$ cat src/nmqr_isqrt.sv
`timescale 1ns / 1ps
// ----------------------------------------------------------------------------
// nmqr_isqrt
// Pipelined integer square root, one root bit per stage, LANES in parallel,
// with a sideband word carried alongside.
// ----------------------------------------------------------------------------
module nmqr_isqrt #(
  parameter int LANES = 4,
  parameter int OW    = 15,
  parameter int SW    = 36
) (
  input  logic                           clk,
  input  logic                           rst_n,
  input  logic                           en,
  input  logic                           in_valid,
  input  logic [LANES-1:0][2*OW-1:0]     in_rad,
  input  logic [SW-1:0]                  in_side,
  output logic                           out_valid,
  output logic [LANES-1:0][OW-1:0]       out_root,
  output logic [SW-1:0]                  out_side
);

  logic [OW-1:0]                  vld_r;
  logic [LANES-1:0][2*OW-1:0]     rad_r  [OW];
  logic [LANES-1:0][OW-1:0]       rem_r  [OW];
  logic [LANES-1:0][OW-1:0]       root_r [OW];
  logic [SW-1:0]                  side_r [OW];

  for (genvar k = 0; k < OW; k++) begin : g_stage
    logic                       vld_c;
    logic [LANES-1:0][2*OW-1:0] rad_c, rad_nxt;
    logic [LANES-1:0][OW-1:0]   rem_c, rem_nxt, root_c, root_nxt;
    logic [SW-1:0]              side_c;

    if (k == 0) begin : g_first
      assign vld_c  = in_valid;
      assign rad_c  = in_rad;
      assign rem_c  = '0;
      assign root_c = '0;
      assign side_c = in_side;
    end else begin : g_next
      assign vld_c  = vld_r[k-1];
      assign rad_c  = rad_r[k-1];
      assign rem_c  = rem_r[k-1];
      assign root_c = root_r[k-1];
      assign side_c = side_r[k-1];
    end

    always_comb begin
      logic [OW+1:0] rem2;
      logic [OW+1:0] trial;
      logic          ge;
      for (int i = 0; i < LANES; i++) begin
        rem2        = {rem_c[i], rad_c[i][2*OW-1:2*OW-2]};
        trial       = {root_c[i], 2'b01};
        ge          = (rem2 >= trial);
        rem_nxt[i]  = ge ? OW'(rem2 - trial) : OW'(rem2);
        root_nxt[i] = {root_c[i][OW-2:0], ge};
        rad_nxt[i]  = {rad_c[i][2*OW-3:0], 2'b00};
      end
    end

    always_ff @(posedge clk) begin
      if (!rst_n) begin
        vld_r[k] <= 1'b0;
      end else if (en) begin
        vld_r[k] <= vld_c;
      end
    end

    always_ff @(posedge clk) begin
      if (en) begin
        rad_r[k]  <= rad_nxt;
        rem_r[k]  <= rem_nxt;
        root_r[k] <= root_nxt;
        side_r[k] <= side_c;
      end
    end
  end

  assign out_valid = vld_r[OW-1];
  assign out_root  = root_r[OW-1];
  assign out_side  = side_r[OW-1];

endmodule

$ cat config.mk
export PLATFORM = sky130hd
export DESIGN_NAME = nmqr_isqrt
export DESIGN_NICKNAME = d
export VERILOG_FILES = /design/src/nmqr_isqrt.sv
export SDC_FILE = /design/constraint.sdc
export NUM_CORES = 2
export LEC_CHECK = 0
export BUFFER_PORTS_ARGS = -buffer_cell sky130_fd_sc_hd__buf_2
export CORE_ASPECT_RATIO = 1.2
export CORE_MARGIN = 2
export CORE_UTILIZATION = 30
export CTS_BUF_LIST = sky130_fd_sc_hd__clkbuf_4
export CTS_CLUSTER_SIZE = 30
export DETAILED_ROUTE_END_ITERATION = 8
export GPL_TIMING_DRIVEN = 0
export MAX_ROUTING_LAYER = met4
export PLACE_DENSITY = 0.46
export SYNTH_ARGS = -nofsm -noshare
export SYNTH_HDL_FRONTEND = slang
export SYNTH_MEMORY_MAX_BITS = 65536
export SYNTH_SLANG_ARGS = --single-unit
$ cat constraint.sdc
create_clock -name clk -period 3.1 [get_ports clk]
set_input_delay 0.62 -clock clk [delete_from_list [all_inputs] [get_ports clk]]
set_output_delay 0.62 -clock clk [all_outputs]
set_load 0.01 [all_outputs]
==> flow_metrics.env <==
export IMPL_status="completed"
export IMPL_skew_ns=0.0880
export IMPL_cts_tree="built"
export IMPL_fmax_ghz=0.341
export IMPL_placed_area_um2=121000
export IMPL_vdd_drop_max_mv=0.328
export IMPL_antenna_found_initial=14
export IMPL_yosys_cell_types_count=101
export IMPL_dp_hpwl_um=139000
export IMPL_crit_path_start_kind="register"
export IMPL_avgSynthCellArea_um2=14.7
export IMPL_drv_cap=0
export IMPL_first_iter_violations=2867
export IMPL_synth_ff_type="edfxtp_1"
export IMPL_synth_simple_area_share=0.0758
export IMPL_rows=246
export IMPL_worst_pin_slew_ns=1.08
export IMPL_hold_path_class="input port to register"
export IMPL_vias=63800
export IMPL_die_height_um=675
export IMPL_p_seq_frac=0.518
export IMPL_slew_violations=0
export IMPL_insertion_delay_ns=1.56
export IMPL_seq_area_frac_synth=0.706
export IMPL_clkTransAtPathRegs_ns=0.06
export IMPL_powerDensity_nw_per_um2=658
export IMPL_cts_root_buf="clkbuf_4"
export IMPL_yosys_area_share_adder=0.0595
export IMPL_arrival_ns=4.19
export IMPL_die_area_um2=381000
export IMPL_fin_crit_ns=2.93
export IMPL_track_usage=0.111
export IMPL_ant_nets=0
export IMPL_hold_viol=0
export IMPL_placed_cells_incl_taps=12900
export IMPL_synth_area_mux_share=0.0151
export IMPL_internal_power_w=0.0653
export IMPL_timing_final_crit_share=0.946
export IMPL_first_pass_iters=5
export IMPL_netSwitchingFraction=0.260
export IMPL_io_pins=257
export IMPL_place_port_buffers=256
export IMPL_wl_per_cell_um=14.4
export IMPL_power_w=0.0883
export IMPL_yosysWarnings=0
export IMPL_net_switching_power_w=0.0230
export IMPL_n_fill_cell=35900
export IMPL_synth_compound_area_frac=0.0769
export IMPL_synth_xor_area_frac=0.0397
export IMPL_synth_edf_count=2640
export IMPL_viasPerCell=4.38
export IMPL_grt_overflow=0
export IMPL_grt_pass1_vias=66600
export IMPL_synthArstFlopShare=0
export IMPL_rsz0062_at_grt="no"
export IMPL_worst_setup_path_end_kind="register"
export IMPL_final_area_um2=134000
export IMPL_worstSetupPathType="register to register"
export IMPL_gp_congestion=0.869
export IMPL_crit_required_ns=4.36
export IMPL_drive_gt1_frac=0.172
export IMPL_synth_seq_cells=2655
export IMPL_area_growth_syn_to_layout_pct=19.1
export IMPL_synth_top_family_by_area="compound AO/OA/AOI/OAI gates"
export IMPL_grt_max_degree=176
export IMPL_initial_core_util=0.301
export IMPL_p_comb_frac=0.137
export IMPL_fin_cells=14600
export IMPL_relSlewSlack=0.279
export IMPL_holdWs_ns=0.0125
export IMPL_fp_dieW_um=564
export IMPL_clock_sinks=2655
export IMPL_syn_inst=7665
export IMPL_wl_um=210000
export IMPL_cts_buffers=713
export IMPL_synthesis_area_um2=113000
export IMPL_nets=9781
export IMPL_clk_path_buf_depth=4
export IMPL_cp_max_fo=10
export IMPL_htree_levels=6
export IMPL_finalSetupViolCount=0
export IMPL_grt_pass1_wl_um=338000
export IMPL_pwr_share_clk=0.344
export IMPL_drc_errors=0
export IMPL_coreArea_um2=374000
export IMPL_p_leak_nw=51.1
==> registers in the layout, indices dropped and copies added (netlist names) <==
register / flops
rad_r: 840
rem_r: 780
side_r: 540
root_r: 480
g_stage.vld_c: 14
out_valid: 1
==> area by class of cell <==
cell class / count / area, um^2 / share of cell area
sequential: 2655 / 79600 / 0.593
multi-input combinational: 4244 / 30200 / 0.225
clock buffer: 991 / 7440 / 0.0554
timing repair buffer: 702 / 6260 / 0.0466
tap: 4960 / 6210 / 0.0462
inverter: 668 / 2510 / 0.0187
clock inverter: 220 / 1450 / 0.0108
buffer: 101 / 522 / 0.00389
antenna: 24 / 60.1 / 0.000447
==> Yosys cell counts, types with 61 or more instances <==
cell type,n,area share
mux2_2,102,0.010
nand2b_1,81,0.0045
o21ai_0,345,0.015
a21o_1,112,0.0075
xor2_1,260,0.020
nor2_1,428,0.014
a21oi_1,335,0.015
nor3_1,192,0.0085
nand3_1,85,0.0038
ha_1,536,0.060
edfxtp_1,2640,0.70
or3_1,75,0.0042
o31ai_1,61,0.0041
xnor2_1,251,0.020
nor2b_1,101,0.0056
nand2_1,367,0.012
inv_1,661,0.022
o21a_1,122,0.0081
nor4_1,66,0.0037
==> placed cells by master, fill, tap and decap left out, types with 129 or more instances in the layout <==
cell and n:
xor2_1 260, nand2_1 367, nor3_1 192, clkinv_1 129, edfxtp_1 2640, ha_1 536, buf_2 303, xnor2_1 251
clkbuf_4 991, dlygate4sd3_1 411, nor2_1 428, inv_1 661, a21oi_1 333, o21ai_0 344
==> cells by family (layout without fill, tap and decap cells) <==
kind of cell,after synthesis,count (layout)
buffers and inverters,769,2682
muxes,157,157
AOI/OAI and AO/OA,1346,1346
xor gates and xnor gates,511,511
other,1,28
and+or+nand+nor,1690,1690
adders and majority gates,536,536
DFF,2655,2655
==> stage by stage <==
step	util	TNS, ns	setup slack [ns]
3_3_place_gp	0.321	-	-41.48
3_5_place_dp	0.323	-1293.56	-1.76
6_report	0.359	0	0.169
2_1_floorplan	-	0	0.587
4_1_cts	0.358	-0.322	-0.0582
5_1_grt	0.359	0	0.0000457
==> power groups by stage <==
stage	clock network, W	registers [W]	logic (W)
finish	0.0304	0.0458	0.0121
global route	0.0341	0.0462	0.0138
CTS	0.0324	0.0458	0.0122
detailed placement	0	0.0466	0.0117
global placement	0	0.0469	0.00837
floorplan	0	0.0458	0.00850
==> repair_timing <==
item,4_1_cts,5_1_grt
hold buffers,416,4
endpoints found under the setup margin,33,345
pin swaps,0,3
buffers inserted,0,5
endpoints found under the hold margin,713,105
gates resized for setup,5,21
gates cloned,0,3
==> routing by layer <==
| layer | global-route usage | vias up | wire length, um | share of wire |
|---|---|---|---|---|
| li1 | - | 32000 | - | - |
| met1 | 0.128 | 29900 | 90700 | 0.43 |
| met2 | 0.179 | 1283 | 99700 | 0.48 |
| met3 | 0.0263 | 645 | 10000 | 0.048 |
| met4 | 0.0583 | 0 | 9430 | 0.045 |
| met5 | - | - | 0 | 0 |
==> critical path: stages, from the launching register on <==
cell and delay [ns]:
edfxtp_1 0.41, ha_1 0.45, o211ai_1 0.16, a31oi_1 0.31, nand2b_1 0.19, a311oi_1 0.16
o21bai_1 0.18, buf_2 0.29, buf_6 0.19, mux2_2 0.35
==> final timing paths <==
path	start	to	slack, ns	cells after the start
worst min-delay path	en	side_r[1][42]	0.01	4
worst max-delay path	rem_r[1][225]	rem_r[1][297]	0.17	9
worst max register to register	rem_r[1][225]	rem_r[1][297]	0.17	9
worst min register to register	rad_r[0][524]	rad_r[0][638]	0.36	0
Power figures use the tool's default switching activity.
