File: src/nmqr_div.sv
`timescale 1ns / 1ps
// ----------------------------------------------------------------------------
// nmqr_div
// Pipelined restoring divider, one quotient bit per stage, LANES sharing one
// divisor. Quotient must fit in QW bits.
// ----------------------------------------------------------------------------
module nmqr_div #(
  parameter int LANES = 2,
  parameter int QW    = 8,
  parameter int NW    = 27,
  parameter int DW    = 19,
  parameter int SW    = 1
) (
  input  logic                       clk,
  input  logic                       rst_n,
  input  logic                       en,
  input  logic                       in_valid,
  input  logic [LANES-1:0][NW-1:0]   in_num,
  input  logic [DW-1:0]              in_den,
  input  logic [SW-1:0]              in_side,
  output logic                       out_valid,
  output logic [LANES-1:0][QW-1:0]   out_quo,
  output logic [SW-1:0]              out_side
);

  logic [QW-1:0]                vld_r;
  logic [LANES-1:0][NW-1:0]     num_r  [QW];
  logic [LANES-1:0][QW-1:0]     quo_r  [QW];
  logic [DW-1:0]                den_r  [QW];
  logic [SW-1:0]                side_r [QW];

  for (genvar k = 0; k < QW; k++) begin : g_stage
    logic                     vld_c;
    logic [LANES-1:0][NW-1:0] num_c, num_nxt;
    logic [LANES-1:0][QW-1:0] quo_c, quo_nxt;
    logic [DW-1:0]            den_c;
    logic [SW-1:0]            side_c;
    logic [NW-1:0]            den_sh;

    if (k == 0) begin : g_first
      assign vld_c  = in_valid;
      assign num_c  = in_num;
      assign quo_c  = '0;
      assign den_c  = in_den;
      assign side_c = in_side;
    end else begin : g_next
      assign vld_c  = vld_r[k-1];
      assign num_c  = num_r[k-1];
      assign quo_c  = quo_r[k-1];
      assign den_c  = den_r[k-1];
      assign side_c = side_r[k-1];
    end

    assign den_sh = NW'(den_c) << (QW - 1 - k);

    always_comb begin
      logic ge;
      for (int i = 0; i < LANES; i++) begin
        ge         = (num_c[i] >= den_sh);
        num_nxt[i] = ge ? num_c[i] - den_sh : num_c[i];
        quo_nxt[i] = {quo_c[i][QW-2:0], ge};
      end
    end

    always_ff @(posedge clk) begin
      if (!rst_n) begin
        vld_r[k] <= 1'b0;
      end else if (en) begin
        vld_r[k] <= vld_c;
      end
    end

    always_ff @(posedge clk) begin
      if (en) begin
        num_r[k]  <= num_nxt;
        quo_r[k]  <= quo_nxt;
        den_r[k]  <= den_c;
        side_r[k] <= side_c;
      end
    end
  end

  assign out_valid = vld_r[QW-1];
  assign out_quo   = quo_r[QW-1];
  assign out_side  = side_r[QW-1];

endmodule

File: config.mk
export PLATFORM = sky130hd
export DESIGN_NAME = nmqr_div
export DESIGN_NICKNAME = d
export VERILOG_FILES = /design/src/nmqr_div.sv
export SDC_FILE = /design/constraint.sdc
export NUM_CORES = 1
export LEC_CHECK = 0
export ABC_CLOCK_PERIOD_IN_PS = 4300
export BUFFER_PORTS_ARGS = -buffer_cell sky130_fd_sc_hd__buf_4
export CAP_MARGIN = 20
export CORE_AREA = 3 3 354 269
export CTS_BUF_LIST = sky130_fd_sc_hd__clkbuf_8
export DETAILED_ROUTE_END_ITERATION = 16
export DIE_AREA = 0 0 357 272
export GPL_TIMING_DRIVEN = 0
export PLACE_DENSITY = 0.52
export SETUP_SLACK_MARGIN = 0.4
export SLEW_MARGIN = 15
export SYNTH_ARGS = -nofsm -noshare
export SYNTH_HDL_FRONTEND = slang
export SYNTH_SLANG_ARGS = --single-unit
File: constraint.sdc
create_clock -name clk -period 4.3 [get_ports clk]
set_input_delay 0.215 -clock clk [delete_from_list [all_inputs] [get_ports clk]]
set_output_delay 0.215 -clock clk [all_outputs]
set_load 0.005 [all_outputs]
==> impl_results.md, run 1 <==
- Final Power: 26200 uW
- Die Ht: 272 um
- RePlAce Congestion: 0.921
- Max-cap violations: 0
- Pre-CTS setup slack: -0.475 ns
- TritonCTS clock tree: yes
- Slew of the pin with the lowest slew margin: 0.973 ns
- Leakage power total: 0.0168 uW
- Number of clock buffers inserted by TritonCTS: 102
- Total number of vias: 27.5k
- Flip-flop cell with the highest count after synthesis: sky130_fd_sc_hd__edfxtp_1
- Footprint of the flip-flops and latches: 0.0179 mm^2
- Input/output buffers: 95
- Later-pin clock latency in the skew report: 0.75 ns
- Sort of element at the start of the critical path: flop
- Standard cell core area: 0.0915 mm^2
- Post-route worst setup slack: 0.423 ns
- Data arrival time of the critical path: 4.41 ns
- Vias in the first global route: 25.2k
- Area of the multi-input gates: 0.0177 mm^2
- # DRC: 0
- Number of fillers in the final layout: 8718
- Share of synthesized area occupied by flip-flops and latches: 0.489
- Total length of routed wires: 111000 um
- Top Ports: 96
- Data required, critical path: 4.83 ns
- Final clock period utilization by the worst path: 0.902
- Maximum level of the CTS H-tree: 3
- IR drop worst, VDD: 0.275 mV
- Post-synth design cell area: 0.0366 mm^2
- First-iteration detailed-routing DRC count: 2937
- Die boundary width: 357 um
- Final Slew Violations: 0
- Minimum setup slack among reg-to-reg paths: 0.42 ns
- Initial cell density of the core: 0.400
- Run status: finished, final reports clean
- Area growth from synthesis to final layout: 15.2%
- Pin count of the biggest net entering global routing: 105
- Top-area cell type share of the netlist area: 0.484
- Post-synthesis cell count: 3404
- CP max FO: 4
- Vias per cell: 5.50
- Setup repair after global routing missed its margin: yes
- Site row count: 96
- Placed wire-length estimate after detailed placement: 87300 um
- Number of nets in the synthesized netlist: 3800
- YS warnings: 0
- Leading cell types by total area after synthesis: sky130_fd_sc_hd__edfxtp_1 (48%), sky130_fd_sc_hd__ha_1 (10%), sky130_fd_sc_hd__xnor2_1 (4.0%)
- Minimum clock period: 3.88 ns
- GRT Util Overall: 0.225
- Final layout net count: 4093
- Clock tree skew after final layout: 0.0481 ns
- Die Area: 0.0971 mm^2
- Cell at the root of the clock tree: sky130_fd_sc_hd__clkbuf_8
- Antenna violation net count after detailed routing: 0
- Rel. slew slack: 0.343
- Share of synthesized flip-flops with an asynchronous set or reset: 0
- Routed wire length per instance: 22.1 um
- Achievable frequency: 258 MHz
- Power per standard cell area: 621 mW/mm^2
- Initial antenna violation count: 6
- List of most frequent post-synthesis cells: sky130_fd_sc_hd__edfxtp_1 (591), sky130_fd_sc_hd__ha_1 (304), sky130_fd_sc_hd__a21oi_1 (282), sky130_fd_sc_hd__nand2_1 (258), sky130_fd_sc_hd__nor2_1 (254)
- Clock Sinks: 599
- Fin Hold WS: 0.163 ns
- Path class of the lowest-slack min-delay path: input pin to flop
- Count leader, synth: sky130_fd_sc_hd__edfxtp_1
- Worst setup EP type: flop
- Average instance area after synthesis: 10.8 um^2
- Distinct cells, synth: 99
- 1st-pass router iterations: 6
- Yosys top cell by area: sky130_fd_sc_hd__edfxtp_1
- Max Root-Sink Buffers: 3
- Number of hold violations in the final report: 0
- Share of final-layout standard cells stronger than drive strength 1: 0.114
- CP Class: flop to flop
- Post-synth EDFFs: 591
- Clock input transition at the sequential cells of the worst setup and hold paths: 0.07 ns
- Residual overflow from global routing: 0
- First-pass GRT wire length: 164000 um
- Final setup violation count: 0
- Number of register bits inferred by synthesis: 599
- Final TNS setup: 0 ns
worst max-delay path, stage by stage (launching register included):
cell	delay, ns
sky130_fd_sc_hd__edfxtp_1	0.43
sky130_fd_sc_hd__inv_1	0.19
sky130_fd_sc_hd__ha_1	0.31
sky130_fd_sc_hd__nor2b_1	0.15
sky130_fd_sc_hd__o21ai_0	0.25
sky130_fd_sc_hd__a21boi_0	0.21
sky130_fd_sc_hd__o31ai_1	0.44
sky130_fd_sc_hd__a31oi_1	0.40
sky130_fd_sc_hd__a31oi_2	0.46
sky130_fd_sc_hd__o22ai_1	0.17
sky130_fd_sc_hd__nor4b_1	0.39
sky130_fd_sc_hd__xor2_1	0.27
path summary, 6_finish.rpt:
check,cells past startpoint,end,start
worst max-delay path,11,num_r[4][26],den_r[3][1]
worst min register to register,0,quo_r[1][10],quo_r[0][57]
worst min-delay path,4,num_r[0][38],in_num[38]
worst max register to register,11,num_r[4][26],den_r[3][1]
logic make-up after synthesis:
group | after synthesis | synth area share
buffers and inverters | 317 | 0.0343
XOR/XNOR | 262 | 0.0626
flip-flops | 599 | 0.489
multiplexers | 76 | 0.0228
AO/OA/AOI/OAI | 901 | 0.157
adder cells (fa/ha/maj) | 318 | 0.111
AND/OR/NAND/NOR | 931 | 0.124
layout by cell type, fill, tap and decap left out, drive strengths merged, types with 31 or more instances in the layout:
cell type	n
a31oi	31
dlygate4sd3	78
clkinv	47
edfxtp	591
nor2b	54
and3	32
o21ai	223
nor3	56
inv	269
mux2	60
nor2	254
nand4	45
buf	140
o21a	45
xor2	94
ha	304
a21o	112
nand2b	44
xnor2	168
nand3	65
a21oi	287
nand2	259
clkbuf	148
metal layers:
layer	track usage	vias to the layer above	share of wire
met4	0.0385	2	0.013
met2	0.256	908	0.34
met3	0.0791	102	0.10
li1	-	13240	-
met1	0.385	13245	0.55
met5	0.0155	-	0.0019
registers in the layout, indices dropped and copies added, names as in the netlist:
name	flops
den_r	133
num_r	378
quo_r	72
g_stage.vld_c	7
out_valid	1
side_r	8
area by class of cell:
type                       instances  area share
multi-input combinational       2488       0.419
timing repair buffer             189      0.0415
clock inverter                    82      0.0145
buffer                            75     0.00981
clock buffer                     102      0.0333
tap                             1225      0.0363
inverter                         242      0.0215
sequential                       599       0.424
antenna                            2    0.000119
what timing repair did:
| action | 4_1_cts | 5_1_grt |
|---|---|---|
| setup buffers | 0 | 8 |
| hold buffers | 78 | 0 |
| resized for setup | 24 | 64 |
| pin swaps | 1 | 10 |
| setup endpoints to repair | 105 | 203 |
| endpoints found under the hold margin | 140 | 0 |
per-stage QoR:
step                cells  utilization  instance area, um^2
floorplan            3404            -                36600
global placement     4724        0.425                38900
detailed placement   4732        0.427                39100
CTS                  4994        0.458                42000
global route         5004        0.461                42200
finish               5004        0.461                42200
power breakdown:
part / switching [uW] / internal [uW]
clock network: 2530 / 2720
logic: 6750 / 4700
registers: 968 / 8560
No activity file was read; power rests on OpenSTA's default activity.
==> inputs of run 2 (changes only) <==
- CORE_AREA: 3 3 354 269 -> 3 3 317 241
- DIE_AREA: 0 0 357 272 -> 0 0 320 244
- PLACE_DENSITY: 0.52 -> 0.63
==> impl_results.md, run 2 (synthesis results as in run 1) <==
- Run status: finished, final reports clean
- Rel. slew slack: 0.298 (-0.0452)
- 1st-pass router iterations: 6 (unchanged)
- Commonest cells after routing, fill and taps aside: sky130_fd_sc_hd__edfxtp_1 (591), sky130_fd_sc_hd__ha_1 (304), sky130_fd_sc_hd__a21oi_1 (280)
- Worst reg2reg path startpoint: den_r[4][10]
- CP max FO: 10 (+6)
- Later-pin clock latency in the skew report: 0.75 ns (about the same)
- # DRC: 0 (unchanged)
- Vias per cell: 6.00 (+9.2%)
- Total buffers and inverters traversed by the critical path: 3 (+2)
- Final clock period utilization by the worst path: 0.911 (+0.00935)
- Initial antenna violation count: 4 (-2)
- Register name with the most flops: num_r
- Number of fillers in the final layout: 6354 (-27%)
- Total number of vias: 28.4k (+3.3%)
- Routed wire length per instance: 23.5 um (+6.2%)
- Final TNS setup: 0 ns (unchanged)
- Maximum level of the CTS H-tree: 3 (unchanged)
- Area growth from synthesis to final layout: 13.6%
- Standard cell core area: 0.0734 mm^2 (-20%)
- Switching power: 10200 uW (-0.86%)
- Top Ports: 96 (unchanged)
- First-pass GRT wire length: 165000 um (+0.85%)
- IR drop worst, VDD: 0.337 mV (+22%)
- Clock input transition at the sequential cells of the worst setup and hold paths: 0.07 ns (about the same)
- RePlAce Congestion: 0.961 (+4.3%)
- Flop pwr share: 0.372 (+0.009)
- Launch point of the worst hold path: in_num[38]
- Final Slew Violations: 0 (unchanged)
- Final layout net count: 4088 (-0.12%)
- Slowest stage cell on the critical path: sky130_fd_sc_hd__nor4_2
- Total number of cells along the worst setup path: 10 (-1)
- Final setup violation count: 0 (unchanged)
- Initial cell density of the core: 0.499 (+0.0990)
- Slew of the pin with the lowest slew margin: 1.05 ns (+0.0725 ns)
- TritonCTS clock tree: yes
- Dominant delay contributor by cell family on the critical path: simple AND/OR/NAND/NOR gates
- Number of clock buffers inserted by TritonCTS: 95 (-6.9%)
- Clock Sinks: 599 (unchanged)
- Vias in the first global route: 26.6k (+5.2%)
- Path class of the lowest-slack min-delay path: input pin to flop
- Part of the total power dissipated in combinational logic: 0.449 (+0.013)
- Site row count: 86 (-10%)
- Hold Path Sink: num_r[0][38]
- Residual overflow from global routing: 0 (unchanged)
- Max reg flops: 378 (unchanged)
- Worst setup EP type: flop
- Data required, critical path: 4.88 ns (+0.05 ns)
- Die Area: 0.0781 mm^2 (-20%)
- Max Root-Sink Buffers: 3 (unchanged)
- Input/output buffers: 95 (unchanged)
- Data arrival time of the critical path: 4.50 ns (+0.09 ns)
- CP Class: flop to flop
- Largest registers ranked by flip-flop count: num_r: 378 flops, den_r: 133 flops, quo_r: 72 flops
- Max-cap violations: 0 (unchanged)
- Worst reg-to-reg path cell count: 10 (-1)
- Design area: 0.0416 mm^2 (-1.4%)
- Cell area after placement: 0.0388 mm^2 (-0.89%)
- Worst-path cell chain: inv_1 > ha_1 > nand3_1 > nor4_2 > a221oi_2 > o31ai_4 > buf_4 > clkbuf_1 > nor2_1 > a21oi_1
- First-iteration detailed-routing DRC count: 3605 (+23%)
- GRT Util Overall: 0.280 (+0.0552)
- Leading cell type in the layout, fill and taps excluded: sky130_fd_sc_hd__edfxtp_1
- Achievable frequency: 255 MHz (-1.0%)
- Placed wire-length estimate after detailed placement: 87700 um (+0.42%)
- Number of hold violations in the final report: 0 (unchanged)
- Cell at the root of the clock tree: sky130_fd_sc_hd__clkbuf_8
- Power per standard cell area: 615 mW/mm^2 (-0.92%)
- Share of power burned in the clock network: 0.179 (-0.021)
- Internal cell power: 15500 uW (-3.3%)
- Delay of the slowest cell on the worst path: 0.81 ns (+0.35 ns)
- Total length of routed wires: 111000 um (+0.51%)
- Setup repair after global routing missed its margin: yes
- Minimum setup slack among reg-to-reg paths: 0.38 ns (-0.04 ns)
- Minimum clock period: 3.92 ns (+0.0402 ns)
- Clock tree skew after final layout: 0.0477 ns (-0.000387 ns)
- Sort of element at the start of the critical path: flop
- R2R Path End: num_r[5][14]
- Number of cells on the worst hold path: 4 (unchanged)
- Antenna violation net count after detailed routing: 0 (unchanged)
- Leakage power total: 0.0167 uW (-0.81%)
- Pin count of the biggest net entering global routing: 115 (+9.5%)
- Fraction of power spent switching nets: 0.396 (+0.00585)
- Die Ht: 244 um (-10%)
- Share of final-layout standard cells stronger than drive strength 1: 0.113 (-0.00120)
- Die boundary width: 320 um (-10%)
run 2: cell types whose count changed in the layout (fill, tap and decap cells not counted), sizes merged:
cell / previous run / this run
inv: 269 / 266
bufinv: 8 / 0
clkinvlp: 0 / 3
diode: 2 / 3
buf: 140 / 143
clkbuf: 148 / 145
clkinv: 47 / 42
run 2: worst max path at each step:
stage | startpoint | endpoint | slack, ns
CTS | in_den[12] | num_r[0][41] | 0.41
global route | den_r[4][1] | num_r[5][25] | 0.30
floorplan | num_r[3][3] | num_r[4][25] | 1.21
detailed placement | den_r[0][15] | num_r[1][33] | -0.09
finish | den_r[4][10] | num_r[5][14] | 0.38
global placement | en | g_stage[5].vld_c | -1.78
run 2: metal layers:
metal	track usage	vias up	part of all wire
met5	0	-	0.000072
met2	0.338	1259	0.36
li1	-	13217	-
met4	0.0395	2	0.010
met3	0.105	108	0.13
met1	0.467	13821	0.50
run 2: worst min-delay path, stage by stage:
cell and delay, ns:
sky130_fd_sc_hd__buf_4 0.09, sky130_fd_sc_hd__ha_1 0.21, sky130_fd_sc_hd__xnor2_1 0.14, sky130_fd_sc_hd__mux2_2 0.14
run 2: area by class of cell:
cell class              count  area, um^2  share of cell area
flip-flops and latches    599       17900               0.430
inverters                 242         908              0.0218
clock buffers             100        1380              0.0331
clock inverters            69         360             0.00866
multi-input cells        2488       17700               0.425
diodes                      3        7.51            0.000180
repair buffers            191        1750              0.0420
plain buffers              75         403             0.00968
well taps                 968        1210              0.0291
run 2: repair_timing:
item                                   in CTS  in global routing
pin swaps                                   3                  6
setup endpoints to repair                 114                186
gates resized for setup                    23                 51
buffers inserted                            3                  9
endpoints found under the hold margin     172                  0
hold buffers                               78                  0
run 2: power by group through the flow:
stage          clock, uW  sequential [uW]  combinational (uW)
2_1_floorplan          0             9180                7990
3_3_place_gp           0             9660               10600
3_5_place_dp           0             9630               10800
4_1_cts             4740             9530               11000
5_1_grt             5000             9670               12500
6_report            4580             9530               11500
run 2: metrics by stage:
stage / setup WS, ns / hold slack (ns) / util / power (uW) / std cells
after global routing: 0.296 / 0.107 / 0.567 / 27200 / 4734
after global placement: -1.78 / 0.394 / 0.526 / 20300 / 4467
after detailed placement: -0.0871 / 0.395 / 0.528 / 20500 / 4473
after floorplan: 1.21 / 0.314 / - / 17200 / 3404
final: 0.383 / 0.157 / 0.567 / 25600 / 4735
after CTS: 0.409 / 0.0713 / 0.564 / 25300 / 4723
